### src/hdl/running_block_error_estimator_macros.svh
// assertion macros for the running block error estimator
// no dependencies; included by files that carry concurrent checks
`ifndef RUNNING_BLOCK_ERROR_ESTIMATOR_MACROS_SVH
`define RUNNING_BLOCK_ERROR_ESTIMATOR_MACROS_SVH

`ifndef SYNTHESIS
`define RBEE_ASSERT_IMPL(label, clk, rst_n, ante, cons) \
    label: assert property (@(posedge clk) disable iff (!rst_n) (ante) |-> (cons)) \
        else $error("assertion failed: same-cycle implication");
`define RBEE_ASSERT_NEXT(label, clk, rst_n, ante, cons) \
    label: assert property (@(posedge clk) disable iff (!rst_n) (ante) |=> (cons)) \
        else $error("assertion failed: next-cycle implication");
`else
`define RBEE_ASSERT_IMPL(label, clk, rst_n, ante, cons)
`define RBEE_ASSERT_NEXT(label, clk, rst_n, ante, cons)
`endif

`endif

### src/hdl/rbee_pkg.sv
// shared types and constants for the running block error estimator
// no dependencies; imported by every module of the block
package rbee_pkg;

    localparam int MAX_BLOCKS = 65536;
    localparam int CNT_W      = 17;
    localparam int IDX_W      = 16;
    localparam int MEAN_W     = 32;
    localparam int MSQ_W      = 48;
    localparam int VSUM_W     = 48;
    localparam int SSUM_W     = 64;
    localparam int EST_W      = 32;

    // serial divider: two quotient bits per cycle
    localparam int DIV_W      = 64;
    localparam int DIV_STEPS  = 2;
    localparam int DIV_CYCLES = DIV_W / DIV_STEPS;
    localparam int DIV_CNT_W  = $clog2(DIV_CYCLES + 1);

    // serial squarer: one multiplier bit per cycle
    localparam int MUL_W      = 32;
    localparam int PROD_W     = 2 * MUL_W;
    localparam int MUL_CNT_W  = $clog2(MUL_W + 1);

    // serial square root: one root bit per cycle
    localparam int SQ_IN_W    = 64;
    localparam int SQ_OUT_W   = SQ_IN_W / 2;
    localparam int SQ_REM_W   = SQ_OUT_W + 2;
    localparam int SQ_CNT_W   = $clog2(SQ_OUT_W + 1);

    typedef struct packed {
        logic signed [MEAN_W-1:0] block_mean;
        logic [MSQ_W-1:0]         block_mean_square;
        logic                     start_new;
    } t_in_item;

    typedef struct packed {
        logic [IDX_W-1:0] block_index;
        logic [EST_W-1:0] error_estimate;
        logic             count_full;
    } t_out_item;

    typedef enum logic [3:0] {
        ST_IDLE,
        ST_PREP,
        ST_DIV_M,
        ST_DIV_Q,
        ST_MUL,
        ST_VAR,
        ST_DIV_V,
        ST_SQRT,
        ST_OUT
    } t_state;

endpackage

### src/hdl/rbee_div.sv
// serial restoring divider, 64-bit dividend by 17-bit divisor, two bits per cycle
// depends on rbee_pkg
module rbee_div
    import rbee_pkg::*;
(
    input  logic             i_clk,
    input  logic             i_rst_n,
    input  logic             i_start,
    input  logic [DIV_W-1:0] i_dividend,
    input  logic [CNT_W-1:0] i_divisor,
    output logic             o_done,
    output logic [DIV_W-1:0] o_quotient
);

    logic                 r_busy;
    logic                 r_done;
    logic [DIV_CNT_W-1:0] r_cnt;
    logic [DIV_W-1:0]     r_dvd;
    logic [CNT_W-1:0]     r_rem;
    logic [CNT_W-1:0]     r_dsr;
    logic [DIV_W-1:0]     n_dvd;
    logic [CNT_W-1:0]     n_rem;

    always_comb begin
        logic [CNT_W:0] w_part;
        n_dvd = r_dvd;
        n_rem = r_rem;
        for (int k = 0; k < DIV_STEPS; k++) begin
            w_part = {n_rem, n_dvd[DIV_W-1]};
            n_dvd  = {n_dvd[DIV_W-2:0], 1'b0};
            if (w_part >= {1'b0, r_dsr}) begin
                n_rem    = CNT_W'(w_part - {1'b0, r_dsr});
                n_dvd[0] = 1'b1;
            end else begin
                n_rem = w_part[CNT_W-1:0];
            end
        end
    end

    always_ff @(posedge i_clk) begin
        if (!i_rst_n) begin
            r_busy <= 1'b0;
            r_done <= 1'b0;
            r_cnt  <= '0;
        end else begin
            r_done <= 1'b0;
            if (i_start) begin
                r_busy <= 1'b1;
                r_cnt  <= DIV_CNT_W'(DIV_CYCLES);
                r_dvd  <= i_dividend;
                r_rem  <= '0;
                r_dsr  <= i_divisor;
            end else if (r_busy) begin
                r_dvd <= n_dvd;
                r_rem <= n_rem;
                r_cnt <= r_cnt - DIV_CNT_W'(1);
                if (r_cnt == DIV_CNT_W'(1)) begin
                    r_busy <= 1'b0;
                    r_done <= 1'b1;
                end
            end
        end
    end

    assign o_done     = r_done;
    assign o_quotient = r_dvd;

endmodule

### src/hdl/rbee_mul.sv
// serial shift-add multiplier, 32 by 32 bits, one multiplier bit per cycle
// depends on rbee_pkg
module rbee_mul
    import rbee_pkg::*;
(
    input  logic              i_clk,
    input  logic              i_rst_n,
    input  logic              i_start,
    input  logic [MUL_W-1:0]  i_a,
    input  logic [MUL_W-1:0]  i_b,
    output logic              o_done,
    output logic [PROD_W-1:0] o_product
);

    logic                 r_busy;
    logic                 r_done;
    logic [MUL_CNT_W-1:0] r_cnt;
    logic [PROD_W-1:0]    r_mcand;
    logic [MUL_W-1:0]     r_mplier;
    logic [PROD_W-1:0]    r_prod;

    always_ff @(posedge i_clk) begin
        if (!i_rst_n) begin
            r_busy <= 1'b0;
            r_done <= 1'b0;
            r_cnt  <= '0;
        end else begin
            r_done <= 1'b0;
            if (i_start) begin
                r_busy   <= 1'b1;
                r_cnt    <= MUL_CNT_W'(MUL_W);
                r_mcand  <= PROD_W'(i_a);
                r_mplier <= i_b;
                r_prod   <= '0;
            end else if (r_busy) begin
                if (r_mplier[0]) begin
                    r_prod <= r_prod + r_mcand;
                end
                r_mcand  <= {r_mcand[PROD_W-2:0], 1'b0};
                r_mplier <= {1'b0, r_mplier[MUL_W-1:1]};
                r_cnt    <= r_cnt - MUL_CNT_W'(1);
                if (r_cnt == MUL_CNT_W'(1)) begin
                    r_busy <= 1'b0;
                    r_done <= 1'b1;
                end
            end
        end
    end

    assign o_done    = r_done;
    assign o_product = r_prod;

endmodule

### src/hdl/rbee_sqrt.sv
// serial integer square root, 64-bit radicand, one root bit per cycle
// depends on rbee_pkg
module rbee_sqrt
    import rbee_pkg::*;
(
    input  logic                i_clk,
    input  logic                i_rst_n,
    input  logic                i_start,
    input  logic [SQ_IN_W-1:0]  i_radicand,
    output logic                o_done,
    output logic [SQ_OUT_W-1:0] o_root
);

    logic                r_busy;
    logic                r_done;
    logic [SQ_CNT_W-1:0] r_cnt;
    logic [SQ_IN_W-1:0]  r_x;
    logic [SQ_REM_W-1:0] r_rem;
    logic [SQ_OUT_W-1:0] r_root;
    logic [SQ_REM_W-1:0] n_rem;
    logic [SQ_OUT_W-1:0] n_root;

    always_comb begin
        logic [SQ_REM_W+1:0] w_part;
        logic [SQ_REM_W+1:0] w_trial;
        w_part  = {r_rem, r_x[SQ_IN_W-1 -: 2]};
        w_trial = {2'b00, r_root, 2'b01};
        if (w_part >= w_trial) begin
            n_rem  = SQ_REM_W'(w_part - w_trial);
            n_root = {r_root[SQ_OUT_W-2:0], 1'b1};
        end else begin
            n_rem  = w_part[SQ_REM_W-1:0];
            n_root = {r_root[SQ_OUT_W-2:0], 1'b0};
        end
    end

    always_ff @(posedge i_clk) begin
        if (!i_rst_n) begin
            r_busy <= 1'b0;
            r_done <= 1'b0;
            r_cnt  <= '0;
        end else begin
            r_done <= 1'b0;
            if (i_start) begin
                r_busy <= 1'b1;
                r_cnt  <= SQ_CNT_W'(SQ_OUT_W);
                r_x    <= i_radicand;
                r_rem  <= '0;
                r_root <= '0;
            end else if (r_busy) begin
                r_x    <= {r_x[SQ_IN_W-3:0], 2'b00};
                r_rem  <= n_rem;
                r_root <= n_root;
                r_cnt  <= r_cnt - SQ_CNT_W'(1);
                if (r_cnt == SQ_CNT_W'(1)) begin
                    r_busy <= 1'b0;
                    r_done <= 1'b1;
                end
            end
        end
    end

    assign o_done = r_done;
    assign o_root = r_root;

endmodule

### src/hdl/running_block_error_estimator.sv
// for a block count of two or more, the mean and mean-square divisions, a squaring, the variance
// division and a square root run in sequence; the first block of a series skips them all
// the next input transfer is taken once the result is registered, while that result may still
// wait for its output transfer
// reset: synchronous active low, clears sums, block count, state machine and output valid
// depends on rbee_pkg, rbee_div, rbee_mul, rbee_sqrt and the assertion macro header
`include "running_block_error_estimator_macros.svh"

module running_block_error_estimator
    import rbee_pkg::*;
(
    input  logic      i_clk,
    input  logic      i_rst_n,
    input  logic      i_valid,
    output logic      o_ready,
    input  t_in_item  i_data,
    output logic      o_valid,
    input  logic      i_ready,
    output t_out_item o_data
);

    t_state             r_state;
    t_state             n_state;
    logic [VSUM_W-1:0]  r_val;
    logic [SSUM_W-1:0]  r_sq;
    logic [CNT_W-1:0]   r_count;
    logic [IDX_W-1:0]   r_index;
    logic               r_full;
    logic [MUL_W-1:0]   r_m;
    logic [MSQ_W-1:0]   r_q;
    logic [SSUM_W-1:0]  r_v;
    logic [EST_W-1:0]   r_est;
    logic               r_o_valid;
    t_out_item          r_o_data;

    logic               w_accept;
    logic [VSUM_W-1:0]  w_mag;
    logic [VSUM_W-1:0]  w_base_val;
    logic [SSUM_W-1:0]  w_base_sq;
    logic [CNT_W-1:0]   w_base_count;
    logic               w_is_full;
    logic [CNT_W-1:0]   w_new_count;
    logic [SSUM_W-1:0]  w_hi;
    logic               w_fresh_accept;
    logic               w_full_out;
    logic               w_first_prep;
    logic               w_first_out;

    logic               div_start;
    logic [DIV_W-1:0]   div_dividend;
    logic [CNT_W-1:0]   div_divisor;
    logic               div_done;
    logic [DIV_W-1:0]   div_quot;
    logic               mul_start;
    logic               mul_done;
    logic [PROD_W-1:0]  mul_prod;
    logic               sqrt_start;
    logic               sqrt_done;
    logic [SQ_OUT_W-1:0] sqrt_root;
    logic               load_out;

    assign o_ready  = (r_state == ST_IDLE);
    assign w_accept = i_valid && o_ready;

    assign w_base_val   = i_data.start_new ? '0 : r_val;
    assign w_base_sq    = i_data.start_new ? '0 : r_sq;
    assign w_base_count = i_data.start_new ? '0 : r_count;
    assign w_is_full    = (w_base_count >= CNT_W'(MAX_BLOCKS));
    assign w_new_count  = w_is_full ? w_base_count : w_base_count + CNT_W'(1);

    assign w_mag = r_val[VSUM_W-1] ? (~r_val + VSUM_W'(1)) : r_val;
    assign w_hi  = {r_q, 16'h0000};

    assign load_out = (r_state == ST_OUT) && (!r_o_valid || i_ready);

    always_comb begin
        n_state      = r_state;
        div_start    = 1'b0;
        div_dividend = '0;
        div_divisor  = r_count;
        mul_start    = 1'b0;
        sqrt_start   = 1'b0;
        unique case (r_state)
            ST_IDLE: begin
                if (i_valid) begin
                    n_state = ST_PREP;
                end
            end
            ST_PREP: begin
                if (r_count < CNT_W'(2)) begin
                    n_state = ST_OUT;
                end else begin
                    div_start    = 1'b1;
                    div_dividend = DIV_W'(w_mag);
                    n_state      = ST_DIV_M;
                end
            end
            ST_DIV_M: begin
                if (div_done) begin
                    div_start    = 1'b1;
                    div_dividend = r_sq;
                    n_state      = ST_DIV_Q;
                end
            end
            ST_DIV_Q: begin
                if (div_done) begin
                    mul_start = 1'b1;
                    n_state   = ST_MUL;
                end
            end
            ST_MUL: begin
                if (mul_done) begin
                    n_state = ST_VAR;
                end
            end
            ST_VAR: begin
                div_start    = 1'b1;
                div_dividend = r_v;
                div_divisor  = r_count - CNT_W'(1);
                n_state      = ST_DIV_V;
            end
            ST_DIV_V: begin
                if (div_done) begin
                    sqrt_start = 1'b1;
                    n_state    = ST_SQRT;
                end
            end
            ST_SQRT: begin
                if (sqrt_done) begin
                    n_state = ST_OUT;
                end
            end
            ST_OUT: begin
                if (load_out) begin
                    n_state = ST_IDLE;
                end
            end
            default: begin
                n_state = ST_IDLE;
            end
        endcase
    end

    always_ff @(posedge i_clk) begin
        if (!i_rst_n) begin
            r_state <= ST_IDLE;
        end else begin
            r_state <= n_state;
        end
    end

    // running sums and block count
    always_ff @(posedge i_clk) begin
        if (!i_rst_n) begin
            r_val   <= '0;
            r_sq    <= '0;
            r_count <= '0;
            r_full  <= 1'b0;
        end else if (w_accept) begin
            r_full  <= w_is_full;
            r_count <= w_new_count;
            if (w_is_full) begin
                r_val <= w_base_val;
                r_sq  <= w_base_sq;
            end else begin
                r_val <= w_base_val + VSUM_W'(i_data.block_mean);
                r_sq  <= w_base_sq + SSUM_W'(i_data.block_mean_square);
            end
        end
    end

    // intermediate results
    always_ff @(posedge i_clk) begin
        if (w_accept) begin
            r_index <= IDX_W'(w_new_count - CNT_W'(1));
        end
        if (r_state == ST_PREP) begin
            r_est <= '0;
        end
        if (r_state == ST_DIV_M && div_done) begin
            r_m <= div_quot[MUL_W-1:0];
        end
        if (r_state == ST_DIV_Q && div_done) begin
            r_q <= div_quot[MSQ_W-1:0];
        end
        if (r_state == ST_MUL && mul_done) begin
            r_v <= (w_hi >= mul_prod) ? (w_hi - mul_prod) : '0;
        end
        if (r_state == ST_SQRT && sqrt_done) begin
            r_est <= sqrt_root;
        end
    end

    // output register
    always_ff @(posedge i_clk) begin
        if (!i_rst_n) begin
            r_o_valid <= 1'b0;
        end else if (load_out) begin
            r_o_valid <= 1'b1;
        end else if (i_ready) begin
            r_o_valid <= 1'b0;
        end
    end

    always_ff @(posedge i_clk) begin
        if (load_out) begin
            r_o_data.block_index    <= r_index;
            r_o_data.error_estimate <= r_est;
            r_o_data.count_full     <= r_full;
        end
    end

    assign o_valid = r_o_valid;
    assign o_data  = r_o_data;

    rbee_div u_div (
        .i_clk      (i_clk),
        .i_rst_n    (i_rst_n),
        .i_start    (div_start),
        .i_dividend (div_dividend),
        .i_divisor  (div_divisor),
        .o_done     (div_done),
        .o_quotient (div_quot)
    );

    rbee_mul u_mul (
        .i_clk     (i_clk),
        .i_rst_n   (i_rst_n),
        .i_start   (mul_start),
        .i_a       (r_m),
        .i_b       (r_m),
        .o_done    (mul_done),
        .o_product (mul_prod)
    );

    rbee_sqrt u_sqrt (
        .i_clk      (i_clk),
        .i_rst_n    (i_rst_n),
        .i_start    (sqrt_start),
        .i_radicand (div_quot),
        .o_done     (sqrt_done),
        .o_root     (sqrt_root)
    );

    assign w_fresh_accept = w_accept && i_data.start_new;
    assign w_full_out     = r_full && (r_state == ST_OUT);
    assign w_first_prep   = (r_state == ST_PREP) && (r_count < CNT_W'(2));
    assign w_first_out    = (r_state == ST_OUT) && (r_est == '0);

    `RBEE_ASSERT_NEXT(a_fresh_series, i_clk, i_rst_n, w_fresh_accept, r_count == CNT_W'(1))
    `RBEE_ASSERT_IMPL(a_count_bound, i_clk, i_rst_n, 1'b1, r_count <= CNT_W'(MAX_BLOCKS))
    `RBEE_ASSERT_IMPL(a_full_count, i_clk, i_rst_n, w_full_out, r_count == CNT_W'(MAX_BLOCKS))
    `RBEE_ASSERT_NEXT(a_first_block, i_clk, i_rst_n, w_first_prep, w_first_out)

endmodule
### config.mk
export PLATFORM = sky130hd
export DESIGN_NAME = running_block_error_estimator
export DESIGN_NICKNAME = d
export VERILOG_FILES = /design/src/hdl/rbee_pkg.sv /design/src/hdl/rbee_div.sv /design/src/hdl/rbee_mul.sv /design/src/hdl/rbee_sqrt.sv /design/src/hdl/running_block_error_estimator.sv
export VERILOG_INCLUDE_DIRS = /design/src /design/src/hdl
export SDC_FILE = /design/constraint.sdc
export NUM_CORES = 2
export LEC_CHECK = 0
export BUFFER_PORTS_ARGS = -buffer_cell sky130_fd_sc_hd__buf_4
export CORE_ASPECT_RATIO = 1.75
export CORE_MARGIN = 2
export CORE_UTILIZATION = 55
export DETAILED_ROUTE_END_ITERATION = 8
export GPL_TIMING_DRIVEN = 0
export PLACE_DENSITY = 0.75
export SYNTH_ARGS = -nofsm -noshare
export SYNTH_HDL_FRONTEND = slang
export SYNTH_SLANG_ARGS = --single-unit
### constraint.sdc
create_clock -name i_clk -period 7.25 [get_ports i_clk]
set_input_delay 1.0875 -clock i_clk [delete_from_list [all_inputs] [get_ports i_clk]]
set_output_delay 1.0875 -clock i_clk [all_outputs]
set_load 0.02 [all_outputs]
# --- Word level (Yosys, flattened, before mapping) ---
# Index checks and enable logic that the tools add are counted.
word_totals:
  register_bits: 788
  inputBits: 85
  out_inout_bits: 51
classes:
  add_sub_neg: 14
  order_cmp: 6
  n_eq_ne: 18
  muxes: 66
  bitwise: 5
  n_reduce_logical: 27
ops:
  columns: ["op", "n"]
  rows:
  - ["$mux W64", 10]
  - ["$mux W32", 6]
  - ["$mux W48", 4]
  - ["$pmux W64 S3", 1]
  - ["$mux W17", 6]
  - ["$mux W34", 2]
  - ["$add A64 B48 Y64", 1]
  - ["$add A64 B64 Y64", 1]
  - ["$ge A64 B64 Y1", 1]
  - ["$sub A64 B64 Y64", 1]
  - ["$add A48 B1 Y48 const B", 1]
  - ["$add A48 B48 Y48", 1]
  - ["$not A48 Y48", 1]
  - ["$ge A18 B17 Y1", 2]
  - ["$ge A36 B34 Y1", 1]
  - ["$mux W6", 6]
  - ["$pmux W4 S9", 1]
  - ["$sub A17 B17 Y17", 2]
  - ["$sub A34 B34 Y34", 1]
  - ["$mux W4", 8]
  - ["$mux W1", 21]
  - ["$eq A6 B1 Y1 const B", 3]
  - ["$sub A6 B1 Y6 const B", 3]
  - ["$add A17 B1 Y17 const B", 1]
  - ["22 further kinds", 51]

# --- Depth between registers and ports, before layout ---
depth:
  word_depth: 6
  depth_mapped: 27
  mapped_depth_nobuf: 25

# --- By module ---
# From an unflattened synthesis, not the netlist that was laid out.
unflattened:
  hier_cells: 4900
  area_unflattened_um2: 49038.3
by_module_without_submodules:
  columns: ["module", "instances", "cells_each", "area_per_inst_um2", "seq_area_each_um2"]
  rows:
  - ["running_block_error_estimator", 1, 2743, 24483.5, 9939.5]
  - ["rbee_mul", 1, 969, 10468.8, 4964.8]
  - ["rbee_sqrt", 1, 683, 7912.6, 4063.9]
  - ["rbee_div", 1, 505, 6173.4, 3103.0]

# --- Worst setup path after synthesis ---
# Ideal clock, no wire load.
synth_timing:
  kind: "in2reg"
  from: "input port i_rst_n"
  to: "register u_sqrt.r_root[0] (netlist: u_sqrt.o_root[0]) (enable)"
  t_arrival_ps: 6894
  t_required_ps: 6629
  path_slack_ps: -265
  path_stages: 3
  path_buffers: 1
  cell_sequence: "clkbuf_1 inv_2 nor2_1"
synth_via:
  elab_chain_len: 1
synth_lines:
  columns: ["item", "line", "text"]
  rows:
  - ["start, declared", "running_block_error_estimator.sv:13", "input logic i_rst_n,"]
  - ["$reduce_and A2 Y1 (no source line)", null, null]
  - ["end signal, assigned", "rbee_sqrt.sv:53", "r_root <= n_root;"]
  - ["end, declared", "rbee_sqrt.sv:19", "logic [SQ_OUT_W-1:0] r_root;"]
# Every way passes these cells.
# A chain may end at the register's enable or synchronous reset.

# --- Worst setup path after layout ---
layout_timing:
  from: "input port i_data[0] (netlist name)"
  to: "register r_val[43]"
layout_via:
  elab_chain_len: 3
layout_lines:
  columns: ["item", "line", "text"]
  rows:
  - ["start, declared", "running_block_error_estimator.sv:16", "input t_in_item i_data,"]
  - ["$mux W48 or $mux W17 (tied branches)", "running_block_error_estimator.sv:65, running_block_error_estimator.sv:67", null]
  - ["$add A48 B48 Y48 or $ge A17 B17 Y1 (tied branches)", "running_block_error_estimator.sv:166, running_block_error_estimator.sv:68", null]
  - ["$mux W48 (*)", "running_block_error_estimator.sv:162", "if (w_is_full) begin"]
  - ["end signal, assigned", "running_block_error_estimator.sv:163", "r_val <= w_base_val;"]
  - ["end signal, assigned", "running_block_error_estimator.sv:166", "r_val <= w_base_val + VSUM_W'(i_data.block_mean);"]
  - ["end, declared", "running_block_error_estimator.sv:24", "logic [VSUM_W-1:0] r_val;"]
# Every way passes the cells marked *; elsewhere a longest branch is shown, timed or not.

==> PnR_summary.wiki <==
{| class="wikitable"
! Metric !! Value
|-
| Outcome || finished, violations left
|-
| Violated checks || design-rule violations, negative setup slack
|-
| Congestion Overflow GR || 0
|-
| Site Rows || 142
|-
| Yosys Warn Count || 0
|-
| Unique cell type count in the Yosys netlist || 94
|-
| Post-synthesis instance area || between 40000 and 50000 sq um
|-
| Area of the core region || roughly 85000 sq um
|-
| Crit path kind || primary input to flop
|-
| CTS tree || done
|-
| Source-to-sink clock delay at the later pin of the worst-skew pair || 680 ps
|-
| H-tree Lvls || 3
|-
| Crit path arrival time || around 7900 ps
|-
| Startpoint class of the critical path || primary input
|-
| Combinational fraction of design power || 0.258
|-
| Power density over cell area || between 200 and 250 nW/um^2
|-
| Crit end category || flop
|-
| CTS buffer count || 74
|-
| Via count of the first global-routing pass || 38900
|-
| Number of violations of the max-capacitance limit || 0
|-
| Critical path buffer and inverter count || 5
|-
| Count of non-filler cells in the finished layout || about 6400
|-
| Most used DFF post-synth || sky130_fd_sc_hd__edfxtp_1
|-
| Drt initial violations || slightly below 3000
|-
| Port Buffer Count || ~130
|-
| Sw Pwr || approximately 0.0043 W
|-
| Final weighted congestion in routability-driven placement || 1.00
|-
| Number of ports placed on the die boundary || around 140
|-
| Chip Width || 226 um
|-
| Detail-routed net length per standard cell || between 20 and 25 um
|-
| Number of search-and-repair iterations in the first detailed-routing pass || 9
|-
| Tot GR Track Use || 0.317
|-
| Clock network fraction of design power || 0.305
|-
| Peak supply drop || 177 uV
|-
| Final Routed Wirelength || 141000 um
|-
| Post-synthesis instance total || about 5000
|-
| Final period utilization || 1.01
|-
| Post-route DRC || 2
|-
| Setup repair after global routing missed its margin || false
|-
| Min cycle time layout || roughly 7300 ps
|-
| Crit path max fanout || 10
|-
| Number of register bits inferred by synthesis || 788
|-
| Setup violators final || 1
|-
| Reg2Reg Depth || 27
|-
| Clock tree buffer depth || 3
|-
| Cell family contributing the most delay on the critical path || buffers and inverters
|-
| Pin count of the biggest net entering global routing || 65
|-
| Sequential area share after synthesis || 0.466
|-
| Antenna violation net count after detailed routing || 0
|-
| Total nets after synthesis || about 5400
|-
| Placed cells || approximately 6300
|-
| Slew at the pin with the worst max-slew slack || about 1300 ps
|-
| Hold path start || r_index[10]$_DFFE_PP_
|-
| Final worst setup slack || -68.8 ps
|-
| Routed vias || about 39000
|-
| Minimum hold slack || between 400 and 500 ps
|-
| Cell type with the highest occurrence count on the critical path || sky130_fd_sc_hd__clkbuf_1
|-
| Post-route cell area || 52500 sq um
|-
| Post-placement cell area || between 50000 and 60000 sq um
|-
| Crit path required time || slightly below 8000 ps
|-
| Vias per Instance || roughly 6.0
|-
| Fraction of final layout cells with drive strength greater than 1 || 0.0655
|-
| Nets || 5611
|-
| P_int || roughly 0.0087 W
|-
| Synth async-reset ratio || 0
|-
| Initial core utilization || 0.554
|-
| Cell at the root of the clock tree || sky130_fd_sc_hd__clkbuf_16
|-
| Utilization of the core after routing || 0.614
|-
| Worst-path cell with the longest stage delay || sky130_fd_sc_hd__buf_1
|-
| Crit path cell chain || buf_4 > clkbuf_1 > buf_1 > clkbuf_1 > clkbuf_1 > nor2b_1 > ha_1 > nand3_1 > a31o_2 > a2111oi_1 > o2111ai_1 > a21oi_1 > and3b_1 > o311a_1 > o21ai_0 > xnor2_1 > o21ai_0
|-
| Number of enable flip-flop cells after synthesis || about 630
|-
| Die Outline Area || 88500 sq um
|-
| Switching Share || 0.332
|-
| Number of pins exceeding their max-slew limit in the final report || 0
|-
| Crit. path cell count || 17
|-
| Reg-to-reg critical path startpoint || u_div.o_quotient[63]$_DFFE_PP_
|-
| Area growth from synthesis to layout || 10.9%
|-
| Wire length of the first global-routing pass || around 210000 um
|-
| Mapped Avg Cell Area || ~9.4 sq um
|-
| Normalized max-slew margin || 0.0998
|-
| Highest clock frequency the design can meet || 137 MHz
|-
| Skew final || ~21 ps
|-
| Number of sinks driven by the clock tree || slightly below 800
|-
| Portion of total power attributed to sequential cells || 0.438
|-
| Final hold viol count || 0
|-
| Tightest Hold Check Type || flop to flop
|-
| Antenna violations before repair || 0
|-
| Worst Hold Path Cells || 0
|-
| Reported leakage power || roughly 21 nW
|-
| Height of the die || between 300 and 400 um
|-
| Worst-path clk slew || around 70 ps
|-
| Post-DP HPWL || 110000 um
|-
| CP startpoint || i_data[0]
|-
| Maximum single-stage delay on the critical path || 880 ps
|}
[timing repair]
action | CTS | global route
gates resized for setup | 4 | 7
hold buffers | 0 | 0
pin swaps | 0 | 1
endpoints found under the setup margin | 2 | 24
setup buffers | 0 | 0
[final timing paths]
check / end / slack [ps]
setup / recovery: r_val[43]$_SDFFE_PN0P_ / -70
hold / removal: o_data[43]$_DFFE_PP_ / 410
setup reg to reg: u_div.o_quotient[0]$_DFFE_PP_ / 440
hold reg to reg: o_data[43]$_DFFE_PP_ / 410
[layout by cell type, fill, tap and decap left out, types with 152 or more instances in the layout]
cell type                  netlist  final
sky130_fd_sc_hd__inv_1         214    213
sky130_fd_sc_hd__a21oi_1       447    447
sky130_fd_sc_hd__xnor2_1       189    189
sky130_fd_sc_hd__nand2_1       780    779
sky130_fd_sc_hd__edfxtp_1      629    629
sky130_fd_sc_hd__a21o_1        152    152
sky130_fd_sc_hd__dfxtp_1       159    159
sky130_fd_sc_hd__o21ai_0       204    203
sky130_fd_sc_hd__clkbuf_1      212    218
sky130_fd_sc_hd__ha_1          285    285
sky130_fd_sc_hd__nor2_1        459    454
[synthesized netlist by cell type, types with 7 or more instances]
cell type	number	area, sq um
sky130_fd_sc_hd__and4_1	8	70.1
sky130_fd_sc_hd__dfxtp_1	159	3180
sky130_fd_sc_hd__or4_1	8	60.1
sky130_fd_sc_hd__o2111ai_1	9	78.8
sky130_fd_sc_hd__nand2b_1	48	300
sky130_fd_sc_hd__a21boi_0	16	120
sky130_fd_sc_hd__a21o_1	152	1140
sky130_fd_sc_hd__or2_2	16	100
sky130_fd_sc_hd__and3_1	35	219
sky130_fd_sc_hd__mux2i_1	25	250
sky130_fd_sc_hd__nor2b_1	137	857
sky130_fd_sc_hd__a221oi_1	10	87.6
sky130_fd_sc_hd__a222oi_1	63	631
sky130_fd_sc_hd__a31o_2	10	87.6
sky130_fd_sc_hd__nor4_1	31	194
sky130_fd_sc_hd__o21ai_0	204	1020
sky130_fd_sc_hd__o31ai_1	33	248
sky130_fd_sc_hd__and2_1	92	576
sky130_fd_sc_hd__a211oi_1	41	308
sky130_fd_sc_hd__nand4_1	54	338
sky130_fd_sc_hd__nand3_1	95	475
sky130_fd_sc_hd__buf_1	7	26.3
sky130_fd_sc_hd__o21bai_1	37	278
sky130_fd_sc_hd__xor2_1	149	1310
sky130_fd_sc_hd__nand2_1	780	2930
sky130_fd_sc_hd__a31oi_1	36	225
sky130_fd_sc_hd__o31a_1	12	105
sky130_fd_sc_hd__or3_1	28	175
sky130_fd_sc_hd__a211o_1	12	105
sky130_fd_sc_hd__nor3_1	75	375
sky130_fd_sc_hd__ha_1	285	3570
sky130_fd_sc_hd__o22ai_1	9	56.3
sky130_fd_sc_hd__edfxtp_1	629	18900
sky130_fd_sc_hd__o211ai_1	15	113
sky130_fd_sc_hd__o21a_1	32	240
sky130_fd_sc_hd__inv_1	214	803
sky130_fd_sc_hd__nor2_1	459	1720
sky130_fd_sc_hd__clkbuf_1	212	796
sky130_fd_sc_hd__nor3b_1	7	52.6
sky130_fd_sc_hd__buf_2	9	45.0
sky130_fd_sc_hd__o41ai_1	8	70.1
sky130_fd_sc_hd__a21oi_1	447	2240
sky130_fd_sc_hd__xnor2_1	189	1660
[final cells by class]
class | count | area, sq um
antenna | 2 | 5.00
buffer | 231 | 908
clock buffer | 92 | 2020
clock inverter | 43 | 390
fill | 7313 | 32900
inverter | 216 | 813
multi-input combinational | 3780 | 23600
sequential | 788 | 22100
tap | 1152 | 1440
timing repair buffer | 145 | 1240
[through the flow]
step	setup slack (ps)	power [W]	setup TNS [ps]
global placement	-1790	0.00900	-231890
detailed placement	-647	0.00905	-5340
finish	-68.8	0.0130	-68.8
floorplan	1460	0.00792	0
CTS	45.8	0.0130	0
global route	42.3	0.0135	0
[power groups by stage]
stage / Combinational, W / Clock (W) / Sequential (W)
CTS: 0.00329 / 0.00402 / 0.00570
detailed placement: 0.00326 / 0 / 0.00579
global route: 0.00362 / 0.00416 / 0.00574
finish: 0.00336 / 0.00397 / 0.00570
global placement: 0.00320 / 0 / 0.00580
floorplan: 0.00222 / 0 / 0.00571
[sequential cells by signal, indices dropped and copies added (netlist names), 32 cells and up]
signal / count
u_sqrt.r_x: 64
u_mul.r_mplier: 32
u_div.o_quotient: 64
r_m: 32
u_sqrt.o_root: 32
r_est: 32
r_val: 48
r_v: 64
u_sqrt.r_rem: 34
u_mul.o_product: 64
r_q: 48
u_mul.r_mcand: 64
o_data: 49
r_sq: 64
[layer usage]
layer / vias up / GRT usage / wire, um
met1: 18400 / 0.324 / 49700
met3: 495 / 0.0401 / 7470
met5: - / 0 / 0
met2: 1364 / 0.578 / 72100
met4: 0 / 0.249 / 12100
li1: 18500 / - / -
[worst reg2reg max path, cell delays in order, from the launching register on]
cell and delay, ps:
sky130_fd_sc_hd__edfxtp_1 400, sky130_fd_sc_hd__inv_1 200, sky130_fd_sc_hd__ha_1 210, sky130_fd_sc_hd__inv_1 50, sky130_fd_sc_hd__fa_1 400, sky130_fd_sc_hd__a21o_1 180, sky130_fd_sc_hd__a21oi_1 260, sky130_fd_sc_hd__o21ai_0 200
sky130_fd_sc_hd__a21oi_1 250, sky130_fd_sc_hd__o31ai_1 170, sky130_fd_sc_hd__o21ai_2 200, sky130_fd_sc_hd__nand2_2 200, sky130_fd_sc_hd__clkbuf_2 280, sky130_fd_sc_hd__nor2_1 120, sky130_fd_sc_hd__a21oi_1 90, sky130_fd_sc_hd__fa_1 450
sky130_fd_sc_hd__a21o_1 190, sky130_fd_sc_hd__a21o_1 240, sky130_fd_sc_hd__a2111oi_4 460, sky130_fd_sc_hd__nor4_1 140, sky130_fd_sc_hd__o31ai_1 300, sky130_fd_sc_hd__nand2b_1 150, sky130_fd_sc_hd__a211o_1 340, sky130_fd_sc_hd__a31oi_1 240
sky130_fd_sc_hd__o21ai_0 150, sky130_fd_sc_hd__clkbuf_2 300, sky130_fd_sc_hd__nor2_4 240, sky130_fd_sc_hd__a21oi_1 100
[kinds of logic after synthesis]
group           synth area share
mux                      0.00648
simple gates               0.186
flops                      0.466
compound gates             0.166
buf+inv                   0.0362
xor+xnor                  0.0625
fa+ha+maj                 0.0774
(Power assumes the default switching activity.)
